<file path="config.mk">
export PLATFORM = sky130hd
export DESIGN_NAME = jpeg_fdct_quantize_8x8_core_flat
export DESIGN_NICKNAME = d
export VERILOG_FILES = /design/src/hw/rtl/jfq_pkg.sv /design/src/hw/rtl/jfq_if.sv /design/src/hw/rtl/jfq_datapath.sv /design/src/hw/rtl/jfq_ctrl.sv /design/src/hw/rtl/jpeg_fdct_quantize_8x8_core.sv /design/src/flat_wrapper.sv
export SDC_FILE = /design/constraint.sdc
export NUM_CORES = 2
export LEC_CHECK = 0
export BUFFER_PORTS_ARGS = -buffer_cell sky130_fd_sc_hd__buf_2
export CAP_MARGIN = 20
export CORE_MARGIN = 4
export CORE_UTILIZATION = 29
export CTS_BUF_LIST = sky130_fd_sc_hd__clkbuf_2
export DETAILED_ROUTE_END_ITERATION = 7
export GPL_TIMING_DRIVEN = 1
export PLACE_DENSITY = 0.45
export SETUP_SLACK_MARGIN = 0.1
export SYNTH_ARGS = -nofsm -noshare
export SYNTH_HDL_FRONTEND = slang
export SYNTH_HIERARCHICAL = 1
export SYNTH_SLANG_ARGS = --single-unit
</file>
<file path="constraint.sdc">
create_clock -name clk -period 18.7 [get_ports clk]
set_input_delay 3.74 -clock clk [delete_from_list [all_inputs] [get_ports clk]]
set_output_delay 3.74 -clock clk [all_outputs]
set_load 0.005 [all_outputs]
</file>
<file path="src/hw/rtl/jfq_pkg.sv">
// ----------------------------------------------------------------------------
// jfq_pkg
// Shared constants, types and tables of the 8x8 forward DCT and quantizer.
// ----------------------------------------------------------------------------
package jfq_pkg;

  localparam int COEF_FRAC_BITS = 14;
  localparam int WORD_W = 24;

  // DCT constants rounded from Q30 to COEF_FRAC_BITS fraction bits
  localparam longint K30_NORM = 379625062;
  localparam longint K30_A = 526555088;
  localparam longint K30_B = 496004047;
  localparam longint K30_C = 446391849;
  localparam longint K30_D = 298269498;
  localparam longint K30_E = 205451603;
  localparam longint K30_F = 104738319;
  localparam longint RND30 = longint'(1) << (29 - COEF_FRAC_BITS);
  localparam int KW = COEF_FRAC_BITS + 2;
  localparam logic signed [KW-1:0] KN = KW'((K30_NORM + RND30) >>> (30 - COEF_FRAC_BITS));
  localparam logic signed [KW-1:0] KA = KW'((K30_A + RND30) >>> (30 - COEF_FRAC_BITS));
  localparam logic signed [KW-1:0] KB = KW'((K30_B + RND30) >>> (30 - COEF_FRAC_BITS));
  localparam logic signed [KW-1:0] KC = KW'((K30_C + RND30) >>> (30 - COEF_FRAC_BITS));
  localparam logic signed [KW-1:0] KD = KW'((K30_D + RND30) >>> (30 - COEF_FRAC_BITS));
  localparam logic signed [KW-1:0] KE = KW'((K30_E + RND30) >>> (30 - COEF_FRAC_BITS));
  localparam logic signed [KW-1:0] KF = KW'((K30_F + RND30) >>> (30 - COEF_FRAC_BITS));

  localparam logic [6:0] QUALITY_RESET = 7'd50;

  // controller to datapath commands
  typedef struct packed {
    logic       wr_sample;   // store sample at addr
    logic       load;        // load one element into the DCT input line
    logic [5:0] addr;        // work store address
    logic       write_back;  // write one DCT output
    logic [2:0] wb_k;        // which output
    logic       compute;     // run butterfly into output regs
    logic       mul_start;   // start multiply-accumulate sweep
    logic       quant_rd;    // read coefficient and step for quantizing
    logic       quant_calc;  // run the quantizer divide
  } jfq_cmd_t;

  typedef struct packed {
    logic mac_done;
    logic div_done;
  } jfq_status_t;

  function automatic logic [6:0] luma_base(input logic [5:0] i);
    logic [6:0] t [64];
    t = '{7'd16,7'd11,7'd10,7'd16,7'd24,7'd40,7'd51,7'd61,
          7'd12,7'd12,7'd14,7'd19,7'd26,7'd58,7'd60,7'd55,
          7'd14,7'd13,7'd16,7'd24,7'd40,7'd57,7'd69,7'd56,
          7'd14,7'd17,7'd22,7'd29,7'd51,7'd87,7'd80,7'd62,
          7'd18,7'd22,7'd37,7'd56,7'd68,7'd109,7'd103,7'd77,
          7'd24,7'd35,7'd55,7'd64,7'd81,7'd104,7'd113,7'd92,
          7'd49,7'd64,7'd78,7'd87,7'd103,7'd121,7'd120,7'd101,
          7'd72,7'd92,7'd95,7'd98,7'd112,7'd100,7'd103,7'd99};
    return t[i];
  endfunction

  function automatic logic [6:0] chroma_base(input logic [5:0] i);
    logic [6:0] r;
    case (i)
      6'd0: r = 7'd17;   6'd1: r = 7'd18;   6'd2: r = 7'd24;   6'd3: r = 7'd47;
      6'd8: r = 7'd18;   6'd9: r = 7'd21;   6'd10: r = 7'd26;  6'd11: r = 7'd66;
      6'd16: r = 7'd24;  6'd17: r = 7'd26;  6'd18: r = 7'd56;
      6'd24: r = 7'd47;  6'd25: r = 7'd66;
      default: r = 7'd99;
    endcase
    return r;
  endfunction

endpackage

</file>
<file path="src/hw/rtl/jfq_if.sv">
// ----------------------------------------------------------------------------
// jfq stream interfaces
// Valid/ready channels for samples, results and the quality register.
// ----------------------------------------------------------------------------
interface jfq_in_if;
  logic       valid;
  logic       ready;
  logic [7:0] sample;
  logic       is_chroma;
  modport source (output valid, sample, is_chroma, input ready);
  modport sink (input valid, sample, is_chroma, output ready);
endinterface

interface jfq_out_if;
  logic               valid;
  logic               ready;
  logic [5:0]         coeff_index;
  logic signed [11:0] level;
  logic signed [12:0] recon_value;
  logic               last;
  modport source (output valid, coeff_index, level, recon_value, last, input ready);
  modport sink (input valid, coeff_index, level, recon_value, last, output ready);
endinterface

interface jfq_cfg_if;
  logic       valid;
  logic       ready;
  logic [6:0] data;
  modport source (output valid, data, input ready);
  modport sink (input valid, data, output ready);
endinterface

</file>
<file path="src/hw/rtl/jfq_datapath.sv">
// ----------------------------------------------------------------------------
// jfq_datapath
// Work store, shared 8-point DCT unit with one multiplier, step computation
// and a serial divider for quantization.
// ----------------------------------------------------------------------------
module jfq_datapath (
  input  logic                 clk,
  input  logic                 rst,
  input  jfq_pkg::jfq_cmd_t    cmd,
  output jfq_pkg::jfq_status_t status,
  input  logic [7:0]           sample,
  input  logic                 table_sel,
  input  logic [6:0]           quality,
  output logic signed [11:0]   level,
  output logic signed [12:0]   recon_value
);
  import jfq_pkg::*;

  localparam int PW = WORD_W + KW + 4;

  logic signed [WORD_W-1:0] work_store [64];
  logic signed [WORD_W-1:0] rd_data;
  logic signed [WORD_W-1:0] x [8];
  logic signed [WORD_W-1:0] y [8];
  logic signed [WORD_W+2:0] e0, e1, e2, e3, d0, d1, d2, d3;
  logic signed [WORD_W+2:0] ea [8];
  logic signed [WORD_W+2:0] eb [8];
  logic signed [PW-1:0]     acc;
  logic signed [PW-1:0]     prod;
  logic [4:0]               mac_cnt;
  logic                     mac_busy;
  logic                     rd_pending;
  logic [2:0]               ld_k;

  // read the work store, registered
  always_ff @(posedge clk) begin
    if (cmd.wr_sample) begin
      work_store[cmd.addr] <= WORD_W'({16'd0, sample});
    end else if (cmd.write_back) begin
      work_store[cmd.addr] <= y[cmd.wb_k];
    end
    rd_data <= work_store[cmd.addr];
  end

  // shift registered read data into the input line as it arrives
  always_ff @(posedge clk) begin
    if (rst) begin
      rd_pending <= 1'b0;
      ld_k <= 3'd0;
    end else begin
      rd_pending <= cmd.load || cmd.quant_rd;
      if (rd_pending && !cmd.quant_calc) begin
        x[ld_k] <= rd_data;
        ld_k <= ld_k + 3'd1;
      end
    end
  end

  // butterfly front end
  always_comb begin
    logic signed [WORD_W+2:0] s0, s1, s2, s3;
    s0 = (WORD_W+3)'(x[0]) + (WORD_W+3)'(x[7]);
    s1 = (WORD_W+3)'(x[1]) + (WORD_W+3)'(x[6]);
    s2 = (WORD_W+3)'(x[2]) + (WORD_W+3)'(x[5]);
    s3 = (WORD_W+3)'(x[3]) + (WORD_W+3)'(x[4]);
    d0 = (WORD_W+3)'(x[0]) - (WORD_W+3)'(x[7]);
    d1 = (WORD_W+3)'(x[6]) - (WORD_W+3)'(x[1]);
    d2 = (WORD_W+3)'(x[2]) - (WORD_W+3)'(x[5]);
    d3 = (WORD_W+3)'(x[4]) - (WORD_W+3)'(x[3]);
    e0 = s0 + s3;
    e1 = s0 - s3;
    e2 = s1 + s2;
    e3 = s1 - s2;
  end

  // operand schedule: four product slots per output, summed over the sweep
  always_comb begin
    ea[0] = e0 + e2; eb[0] = '0;
    ea[4] = e0 - e2; eb[4] = '0;
    ea[2] = e1;      eb[2] = e3;
    ea[6] = e1;      eb[6] = -e3;
    ea[1] = d0;      eb[1] = -d1;
    ea[3] = d0;      eb[3] = d1;
    ea[5] = d0;      eb[5] = d1;
    ea[7] = d0;      eb[7] = d1;
  end

  // sixteen product terms for the odd outputs use four entries each; keep the
  // schedule as output-major: term t -> output t[4:2], index t[1:0]
  function automatic logic signed [KW-1:0] coef(input logic [4:0] t);
    logic signed [KW-1:0] r;
    case (t)
      5'd0:  r = KN;  5'd1: r = '0;  5'd2: r = '0;  5'd3: r = '0;
      5'd4:  r = KA;  5'd5: r = -KC; 5'd6: r = KD;  5'd7: r = -KF;
      5'd8:  r = KB;  5'd9: r = KE;  5'd10: r = '0; 5'd11: r = '0;
      5'd12: r = KC;  5'd13: r = KF; 5'd14: r = -KA; 5'd15: r = KD;
      5'd16: r = KN;  5'd17: r = '0; 5'd18: r = '0; 5'd19: r = '0;
      5'd20: r = KD;  5'd21: r = KA; 5'd22: r = KF; 5'd23: r = -KC;
      5'd24: r = KE;  5'd25: r = -KB; 5'd26: r = '0; 5'd27: r = '0;
      5'd28: r = KF;  5'd29: r = KD; 5'd30: r = KC; 5'd31: r = KA;
      default: r = '0;
    endcase
    return r;
  endfunction

  logic [2:0] mo;
  logic [1:0] mj;
  logic signed [WORD_W+2:0] mop;
  assign mo = mac_cnt[4:2];
  assign mj = mac_cnt[1:0];
  always_comb begin
    case (mj)
      2'd0: mop = ea[mo];
      2'd1: mop = mo[0] ? d1 : eb[mo];
      2'd2: mop = d2;
      default: mop = d3;
    endcase
    if (!mo[0] && mj == 2'd1) mop = (mo == 3'd6) ? e3 : eb[mo];
    if (!mo[0] && mj[1]) mop = '0;
  end

  // multiply-accumulate sweep: one product per cycle, then round
  always_ff @(posedge clk) begin
    if (rst) begin
      mac_busy <= 1'b0;
      mac_cnt <= 5'd0;
    end else if (cmd.mul_start) begin
      mac_busy <= 1'b1;
      mac_cnt <= 5'd0;
      acc <= '0;
    end else if (mac_busy) begin
      prod <= PW'(mop) * PW'(coef(mac_cnt));
      acc <= (mj == 2'd0) ? '0 : acc + prod;
      mac_cnt <= mac_cnt + 5'd1;
      if (mac_cnt == 5'd31) mac_busy <= 1'b0;
    end
  end

  // round a finished sum half away from zero as the next output begins
  logic signed [PW-1:0] tot;
  logic [PW-1:0]        mag;
  logic [PW-1:0]        rmag;
  logic [2:0]           done_o;
  logic                 tail;
  assign tot = acc + prod;
  assign mag = tot[PW-1] ? PW'(-tot) : PW'(tot);
  assign rmag = (mag + (PW'(1) << (COEF_FRAC_BITS - 1))) >> COEF_FRAC_BITS;
  assign done_o = tail ? 3'd7 : mo - 3'd1;
  always_ff @(posedge clk) begin
    if (rst) begin
      tail <= 1'b0;
    end else begin
      tail <= mac_busy && mac_cnt == 5'd31;
    end
    if ((mac_busy && mj == 2'd0 && mac_cnt != 5'd0) || tail) begin
      y[done_o] <= tot[PW-1] ? WORD_W'(-rmag) : WORD_W'(rmag);
    end
  end

  // scaled step of the current coefficient: floor((2*num+den)/(2*den)) by a
  // serial divider, then the quantizer divide shares the same unit
  logic [6:0]  base;
  logic [19:0] num2;
  logic [19:0] den2;
  logic [19:0] rem;
  logic [19:0] quo;
  logic [4:0]  dcnt;
  logic [1:0]  dphase;
  logic [7:0]  step;
  logic signed [WORD_W-1:0] coef_v;
  logic neg;
  logic [19:0] trial;
  logic        qbit;
  logic [19:0] rem_next;
  logic [19:0] quo_next;
  logic [7:0]  step_c;
  logic [WORD_W-1:0] cmag;
  assign base = table_sel ? chroma_base(cmd.addr) : luma_base(cmd.addr);

  // one restoring division bit
  assign trial = {rem[18:0], num2[dcnt]};
  assign qbit = (trial >= den2);
  assign rem_next = qbit ? trial - den2 : trial;
  assign quo_next = {quo[18:0], qbit};
  assign step_c = (quo_next == 20'd0) ? 8'd1 : (quo_next > 20'd255) ? 8'd255 : quo_next[7:0];
  assign cmag = coef_v[WORD_W-1] ? WORD_W'(-coef_v) : WORD_W'(coef_v);

  always_ff @(posedge clk) begin
    if (rst) begin
      dphase <= 2'd0;
      dcnt <= 5'd0;
    end else begin
      case (dphase)
        2'd0: begin
          if (cmd.quant_calc) begin
            coef_v <= rd_data;
            if (quality < 7'd50) begin
              num2 <= 20'(2 * 50 * base) + 20'(quality);
              den2 <= 20'(2 * quality);
            end else begin
              num2 <= 20'(2 * base * (7'd100 - quality)) + 20'd50;
              den2 <= 20'd100;
            end
            rem <= '0;
            quo <= '0;
            dcnt <= 5'd19;
            dphase <= 2'd1;
          end
        end
        2'd1, 2'd2: begin
          if (dphase == 2'd1 && dcnt == 5'd0) begin
            // step known: set up level = (2*|c|+step)/(2*step)
            step <= step_c;
            neg <= coef_v[WORD_W-1];
            num2 <= 20'(2 * cmag) + 20'(step_c);
            den2 <= {11'd0, step_c, 1'b0};
            rem <= '0;
            quo <= '0;
            dcnt <= 5'd19;
            dphase <= 2'd2;
          end else begin
            // advance the division one bit
            rem <= rem_next;
            quo <= quo_next;
            if (dcnt == 5'd0) begin
              dphase <= 2'd3;
            end else begin
              dcnt <= dcnt - 5'd1;
            end
          end
        end
        default: dphase <= 2'd0;
      endcase
    end
  end

  // saturate and rescale the finished level
  logic [19:0] lvm;
  logic [11:0] lvs;
  logic [19:0] rvm;
  assign lvm = (quo > 20'd2040) ? 20'd2040 : quo;
  assign lvs = lvm[11:0];
  assign rvm = (20'(lvs) * 20'(step) > 20'd2200) ? 20'd2200 : 20'(lvs) * 20'(step);
  always_ff @(posedge clk) begin
    if (dphase == 2'd3) begin
      level <= neg ? -$signed(lvs) : $signed(lvs);
      recon_value <= neg ? -$signed(rvm[12:0]) : $signed(rvm[12:0]);
    end
  end
  assign status = '{mac_done: tail, div_done: (dphase == 2'd3)};

endmodule

</file>
<file path="src/hw/rtl/jfq_ctrl.sv">
// ----------------------------------------------------------------------------
// jfq_ctrl
// Sequencer: sample collection, sixteen DCT passes, 64 quantize steps.
// ----------------------------------------------------------------------------
module jfq_ctrl (
  input  logic                 clk,
  input  logic                 rst,
  input  logic                 in_valid,
  output logic                 in_ready,
  input  logic                 in_chroma,
  output logic                 out_valid,
  input  logic                 out_ready,
  output logic [5:0]           out_index,
  output logic                 table_sel,
  output jfq_pkg::jfq_cmd_t    cmd,
  input  jfq_pkg::jfq_status_t status
);
  import jfq_pkg::*;

  localparam logic [2:0] S_COLLECT = 3'd0;
  localparam logic [2:0] S_LOAD    = 3'd1;
  localparam logic [2:0] S_MAC     = 3'd2;
  localparam logic [2:0] S_WB      = 3'd3;
  localparam logic [2:0] S_QRD     = 3'd4;
  localparam logic [2:0] S_QDIV    = 3'd5;
  localparam logic [2:0] S_OUT     = 3'd6;

  logic [2:0] state;
  logic [5:0] count;
  logic [3:0] pass;
  logic [3:0] k;
  logic       mac_go;

  // element address of position j in the current pass
  function automatic logic [5:0] pos(input logic [3:0] p, input logic [2:0] j);
    return p[3] ? {j, p[2:0]} : {p[2:0], j};
  endfunction

  assign in_ready = (state == S_COLLECT);
  assign out_valid = (state == S_OUT);
  assign out_index = count;

  always_comb begin
    cmd = '0;
    cmd.addr = count;
    case (state)
      S_COLLECT: cmd.wr_sample = in_valid;
      S_LOAD: begin
        cmd.addr = pos(pass, k[2:0]);
        cmd.load = !k[3];
        cmd.mul_start = k == 4'd9;
      end
      S_WB: begin
        cmd.addr = pos(pass, k[2:0]);
        cmd.write_back = 1'b1;
        cmd.wb_k = k[2:0];
      end
      S_QRD: cmd.quant_rd = 1'b1;
      S_QDIV: cmd.quant_calc = mac_go;
      default: ;
    endcase
  end

  always_ff @(posedge clk) begin
    if (rst) begin
      state <= S_COLLECT;
      count <= 6'd0;
      pass <= 4'd0;
      k <= 4'd0;
      mac_go <= 1'b0;
      table_sel <= 1'b0;
    end else begin
      case (state)
        S_COLLECT: begin
          if (in_valid) begin
            count <= count + 6'd1;
            if (count == 6'd63) begin
              table_sel <= in_chroma;
              pass <= 4'd0;
              k <= 4'd0;
              state <= S_LOAD;
            end
          end
        end
        S_LOAD: begin
          k <= k + 4'd1;
          if (k == 4'd9) state <= S_MAC;
        end
        S_MAC: begin
          k <= 4'd0;
          if (status.mac_done) state <= S_WB;
        end
        S_WB: begin
          k <= k + 4'd1;
          if (k == 4'd7) begin
            k <= 4'd0;
            pass <= pass + 4'd1;
            state <= (pass == 4'd15) ? S_QRD : S_LOAD;
          end
        end
        S_QRD: begin
          mac_go <= 1'b1;
          state <= S_QDIV;
        end
        S_QDIV: begin
          mac_go <= 1'b0;
          if (status.div_done) state <= S_OUT;
        end
        S_OUT: begin
          if (out_ready) begin
            count <= count + 6'd1;
            state <= (count == 6'd63) ? S_COLLECT : S_QRD;
          end
        end
        default: state <= S_COLLECT;
      endcase
    end
  end

endmodule

</file>
<file path="src/hw/rtl/jpeg_fdct_quantize_8x8_core.sv">
// ----------------------------------------------------------------------------
// jpeg_fdct_quantize_8x8_core
// 8x8 forward DCT with quality-scaled JPEG quantization.
// ----------------------------------------------------------------------------
// Samples of one block are taken one per cycle; after the 64th, sixteen row
// and column passes of a shared one-multiplier DCT unit run, each with 8
// loads and setup, a multiply sweep and 8 write-backs; then each of the 64
// coefficients goes through a read, a bit-serial step divide, a bit-serial
// level divide and the result, and is presented until taken. No input is
// accepted while a block is being transformed or delivered. Quality writes
// are taken at any time; write only while the block is idle.
module jpeg_fdct_quantize_8x8_core (
  input  logic clk,
  input  logic rst,
  jfq_in_if.sink    in_ch,
  jfq_out_if.source out_ch,
  jfq_cfg_if.sink   cfg
);
  import jfq_pkg::*;

  jfq_cmd_t    cmd;
  jfq_status_t status;
  logic [6:0]  quality;
  logic        table_sel;

  // hold the clamped quality register
  assign cfg.ready = 1'b1;
  always_ff @(posedge clk) begin
    if (rst) begin
      quality <= QUALITY_RESET;
    end else if (cfg.valid) begin
      quality <= (cfg.data == 7'd0) ? 7'd1 : (cfg.data > 7'd100) ? 7'd100 : cfg.data;
    end
  end

  assign out_ch.last = (out_ch.coeff_index == 6'd63);

  jfq_ctrl u_ctrl (
    .clk(clk), .rst(rst),
    .in_valid(in_ch.valid), .in_ready(in_ch.ready), .in_chroma(in_ch.is_chroma),
    .out_valid(out_ch.valid), .out_ready(out_ch.ready),
    .out_index(out_ch.coeff_index), .table_sel(table_sel),
    .cmd(cmd), .status(status)
  );

  jfq_datapath u_dp (
    .clk(clk), .rst(rst), .cmd(cmd), .status(status),
    .sample(in_ch.sample), .table_sel(table_sel), .quality(quality),
    .level(out_ch.level), .recon_value(out_ch.recon_value)
  );

  // no input is taken while results are pending
  assert property (@(posedge clk) disable iff (rst) !(in_ch.ready && out_ch.valid))
    else $error("input accepted during delivery");
  // quality stays within its range
  assert property (@(posedge clk) disable iff (rst) quality >= 7'd1 && quality <= 7'd100)
    else $error("quality out of range");
  // last coefficient returns the block to collection
  assert property (@(posedge clk) disable iff (rst)
    out_ch.valid && out_ch.ready && out_ch.last |=> in_ch.ready)
    else $error("no return to collection after last result");

endmodule

</file>
<file path="src/flat_wrapper.sv">
// flat-port wrapper written by rule: the top's interface ports become plain ports
module jpeg_fdct_quantize_8x8_core_flat import jfq_pkg::*;
  (clk, rst, in_ch_valid, in_ch_sample, in_ch_is_chroma, in_ch_ready, out_ch_valid, out_ch_coeff_index, out_ch_level, out_ch_recon_value, out_ch_last, out_ch_ready, cfg_valid, cfg_data, cfg_ready);
  jfq_in_if in_ch_i ();
  jfq_out_if out_ch_i ();
  jfq_cfg_if cfg_i ();
  input  logic clk;
  input  logic rst;
  input wire logic [$bits(in_ch_i.valid)-1:0] in_ch_valid;
  input wire logic [$bits(in_ch_i.sample)-1:0] in_ch_sample;
  input wire logic [$bits(in_ch_i.is_chroma)-1:0] in_ch_is_chroma;
  output wire logic [$bits(in_ch_i.ready)-1:0] in_ch_ready;
  output wire logic [$bits(out_ch_i.valid)-1:0] out_ch_valid;
  output wire logic [$bits(out_ch_i.coeff_index)-1:0] out_ch_coeff_index;
  output wire logic [$bits(out_ch_i.level)-1:0] out_ch_level;
  output wire logic [$bits(out_ch_i.recon_value)-1:0] out_ch_recon_value;
  output wire logic [$bits(out_ch_i.last)-1:0] out_ch_last;
  input wire logic [$bits(out_ch_i.ready)-1:0] out_ch_ready;
  input wire logic [$bits(cfg_i.valid)-1:0] cfg_valid;
  input wire logic [$bits(cfg_i.data)-1:0] cfg_data;
  output wire logic [$bits(cfg_i.ready)-1:0] cfg_ready;
  assign in_ch_i.valid = in_ch_valid;
  assign in_ch_i.sample = in_ch_sample;
  assign in_ch_i.is_chroma = in_ch_is_chroma;
  assign in_ch_ready = in_ch_i.ready;
  assign out_ch_valid = out_ch_i.valid;
  assign out_ch_coeff_index = out_ch_i.coeff_index;
  assign out_ch_level = out_ch_i.level;
  assign out_ch_recon_value = out_ch_i.recon_value;
  assign out_ch_last = out_ch_i.last;
  assign out_ch_i.ready = out_ch_ready;
  assign cfg_i.valid = cfg_valid;
  assign cfg_i.data = cfg_data;
  assign cfg_ready = cfg_i.ready;
  jpeg_fdct_quantize_8x8_core u_core (.clk(clk), .rst(rst), .in_ch(in_ch_i), .out_ch(out_ch_i), .cfg(cfg_i));
endmodule
</file>
==> results.json <==
{
  "die_width_um": 672.5,
  "grt_pass1_vias": 92719,
  "cp_slowest_cell": "a2111oi_0",
  "areaGrowthSynthToFinish_pct": 10.89,
  "rows": 243,
  "max_slew_margin_pct": 19.12,
  "p_comb_share_pct": 10.4,
  "fin_setup_tns_ns": 0,
  "fillerInstances": 44459,
  "rsz0062_at_grt": "false",
  "stdcell_area_sq_mm": 0.1420,
  "p_int_uw": 7291,
  "synth_area_sq_mm": 0.1281,
  "criticalPathCategory": "flop to flop",
  "cpMostUsedCell": "a21oi_1",
  "final_cell_mix": "edfxtp_1 (2127), inv_1 (1069), clkbuf_2 (876), nand2_1 (704), ha_1 (645)",
  "cts_made_buffers": 600,
  "place.gp.congestion": 0.8845,
  "cts_sinks": 2209,
  "root_buffer": "clkbuf_2",
  "nets": 12442,
  "start_util_pct": 29.17,
  "cp.arrival_ns": 16.63,
  "slew_viol_final": 0,
  "track_usage_pct": 18.27,
  "antenna_found_initial": 19,
  "timing.reg2reg.setup_slack_ns": 3.67,
  "drc": 0,
  "cts.htree.levels": 6,
  "cp_slowest_stage_delay_ns": 0.92,
  "gr-total-overflow": 0,
  "grt_pass1_wl_mm": 622.6,
  "netSwitchingFraction_pct": 28.20,
  "place_inst": 16505,
  "cts_tree": "built",
  "post_cts.repair.setup_buffers": 0,
  "finClkSkew_ns": 0.2386,
  "dieArea_sq_mm": 0.4523,
  "critPathRequiredTime_ns": 20.30,
  "io_pins": 56,
  "finalSetupViolations": 0,
  "clkLatencyLatePin_ns": 2.06,
  "drive_above_1_share_pct": 13.86,
  "core_region_area_sq_mm": 0.4390,
  "synthCells": 10847,
  "cts_hold_buf": 0,
  "final_cells": 17536,
  "status": "finished clean",
  "final_common_cell": "edfxtp_1",
  "vias_per_cell": 5.118,
  "power.leakage_uw": 0.05459,
  "io_buffers": 54,
  "peakVddDrop_v": 0.00005017,
  "synth_area_per_cell_sq_um": 11.81,
  "seq_power_share_pct": 54.9,
  "hp-class": "flop to flop",
  "maxCapViolCount": 0,
  "tightestPinTransition_ns": 1.200,
  "clock_power_share_pct": 34.8,
  "dpl_cell_area_sq_mm": 0.1364,
  "power_density_mw_per_mm2": 71.52,
  "wl_per_cell_um": 24.12,
  "end_kind": "flop",
  "clockBufferDepth": 4,
  "layout_min_cycle_time_ns": 15.03,
  "path_clk_slew_ns": 0.10,
  "worstSetupStartpointType": "flop",
  "grt_max_degree": 73,
  "vias": 89758,
  "drt_pre_antenna_iters": 6,
  "final_antenna_net_count": 0,
  "p_sw_uw": 2864,
  "drt_iter0_markers": 7243,
  "finalCritPeriodShare_pct": 80.35,
  "hpwl_mm": 277.8,
  "fmax_ghz": 0.06655,
  "dieHeight_um": 672.5,
  "ys_warn_count": 6,
  "crit_path_max_fanout": 15,
  "wirelength_mm": 422.9,
  "cts_resized": 0,
  "hold_viol": 0
}
-- cell type report --
class	count	area, sq um	area share (%)
Sequential cell	2209	65520	46.14
Multi-Input combinational cell	7036	57250	40.32
Tap cell	5880	7357	5.181
Clock buffer	875	4379	3.084
Inverter	1076	4039	2.844
Timing Repair Buffer	308	2344	1.650
Clock inverter	142	1085	0.7640
Antenna cell	10	25.02	0.01762
-- power by group through the flow --
stage	combinational (uW)	clock (uW)	sequential, uW
final	1050	3530	5570
after global routing	1180	3950	5580
after CTS	1060	3690	5580
after detailed placement	1050	0	5690
after global placement	1040	0	5680
after floorplan	718	0	5620
-- routing by layer --
metal  vias up  GRT usage (%)  part of all wire [%]
met3       553          2.406                   5.3
met5         -              0                0.0097
met2      2759          31.03                    48
li1      40576              -                     -
met4         6          5.761                   3.0
met1     45864          24.13                    44
-- stage by stage --
stage | total power, uW | setup slack [ns] | hold WS (ns) | utilization (%)
final | 10160 | 3.675 | 0.5167 | 32.34
after global routing | 10710 | 2.539 | 0.5401 | 32.34
after CTS | 10330 | 3.757 | 0.5170 | 32.32
after detailed placement | 6741 | 3.919 | 0.4944 | 31.07
after global placement | 6725 | 3.875 | 0.4709 | 31.07
after floorplan | 6342 | 6.343 | 0.4244 | -
-- flip-flops by register name (all words and copies together) (netlist names), 2 cells and up, named ones only --
register	count
u_core/u_dp/rd_data	24
u_core/u_dp/ld_k	3
u_core/u_dp/den2	7
u_core/u_dp/coef_v	20
u_core/u_ctrl/k	4
u_core/u_dp/rem	19
u_core/u_ctrl/state	3
u_core/u_dp/dphase	2
u_core/u_dp/mac_cnt	5
u_core/u_dp/quo	20
u_core/u_dp/num2	20
u_core/u_dp/prod	43
u_core/quality	7
u_core/u_dp/level	12
u_core/u_dp/recon_value	13
u_core/u_dp/step	8
u_core/u_dp/acc	44
u_core/u_ctrl/pass	4
u_core/u_dp/dcnt	5
u_core/u_ctrl/out_index	6
u_core/u_dp/y	192
u_core/u_dp/work_store	1536
u_core/u_dp/x	192
-- critical path: cells and delay by family, from the launching register on --
kind                       cells  cell delay (ns)
xor gates and xnor gates       4             0.54
AOI/OAI and AO/OA             26             7.64
adders and majority gates     11             4.38
DFF                            1             0.41
and+or+nand+nor                6             1.32
buffers and inverters          5             0.34
-- worst paths after layout --
| path | depth (start not counted) | endpoint | startpoint |
|---|---|---|---|
| setup / recovery | 52 | u_core/u_dp/prod[42] | u_core/u_dp/x[3][0] |
| hold / removal | 2 | u_core/u_ctrl/mac_go | u_core/u_ctrl/mac_go |
| setup reg to reg | 52 | u_core/u_dp/prod[42] | u_core/u_dp/x[3][0] |
| hold reg to reg | 2 | u_core/u_ctrl/mac_go | u_core/u_ctrl/mac_go |
(Power assumes the default switching activity.)
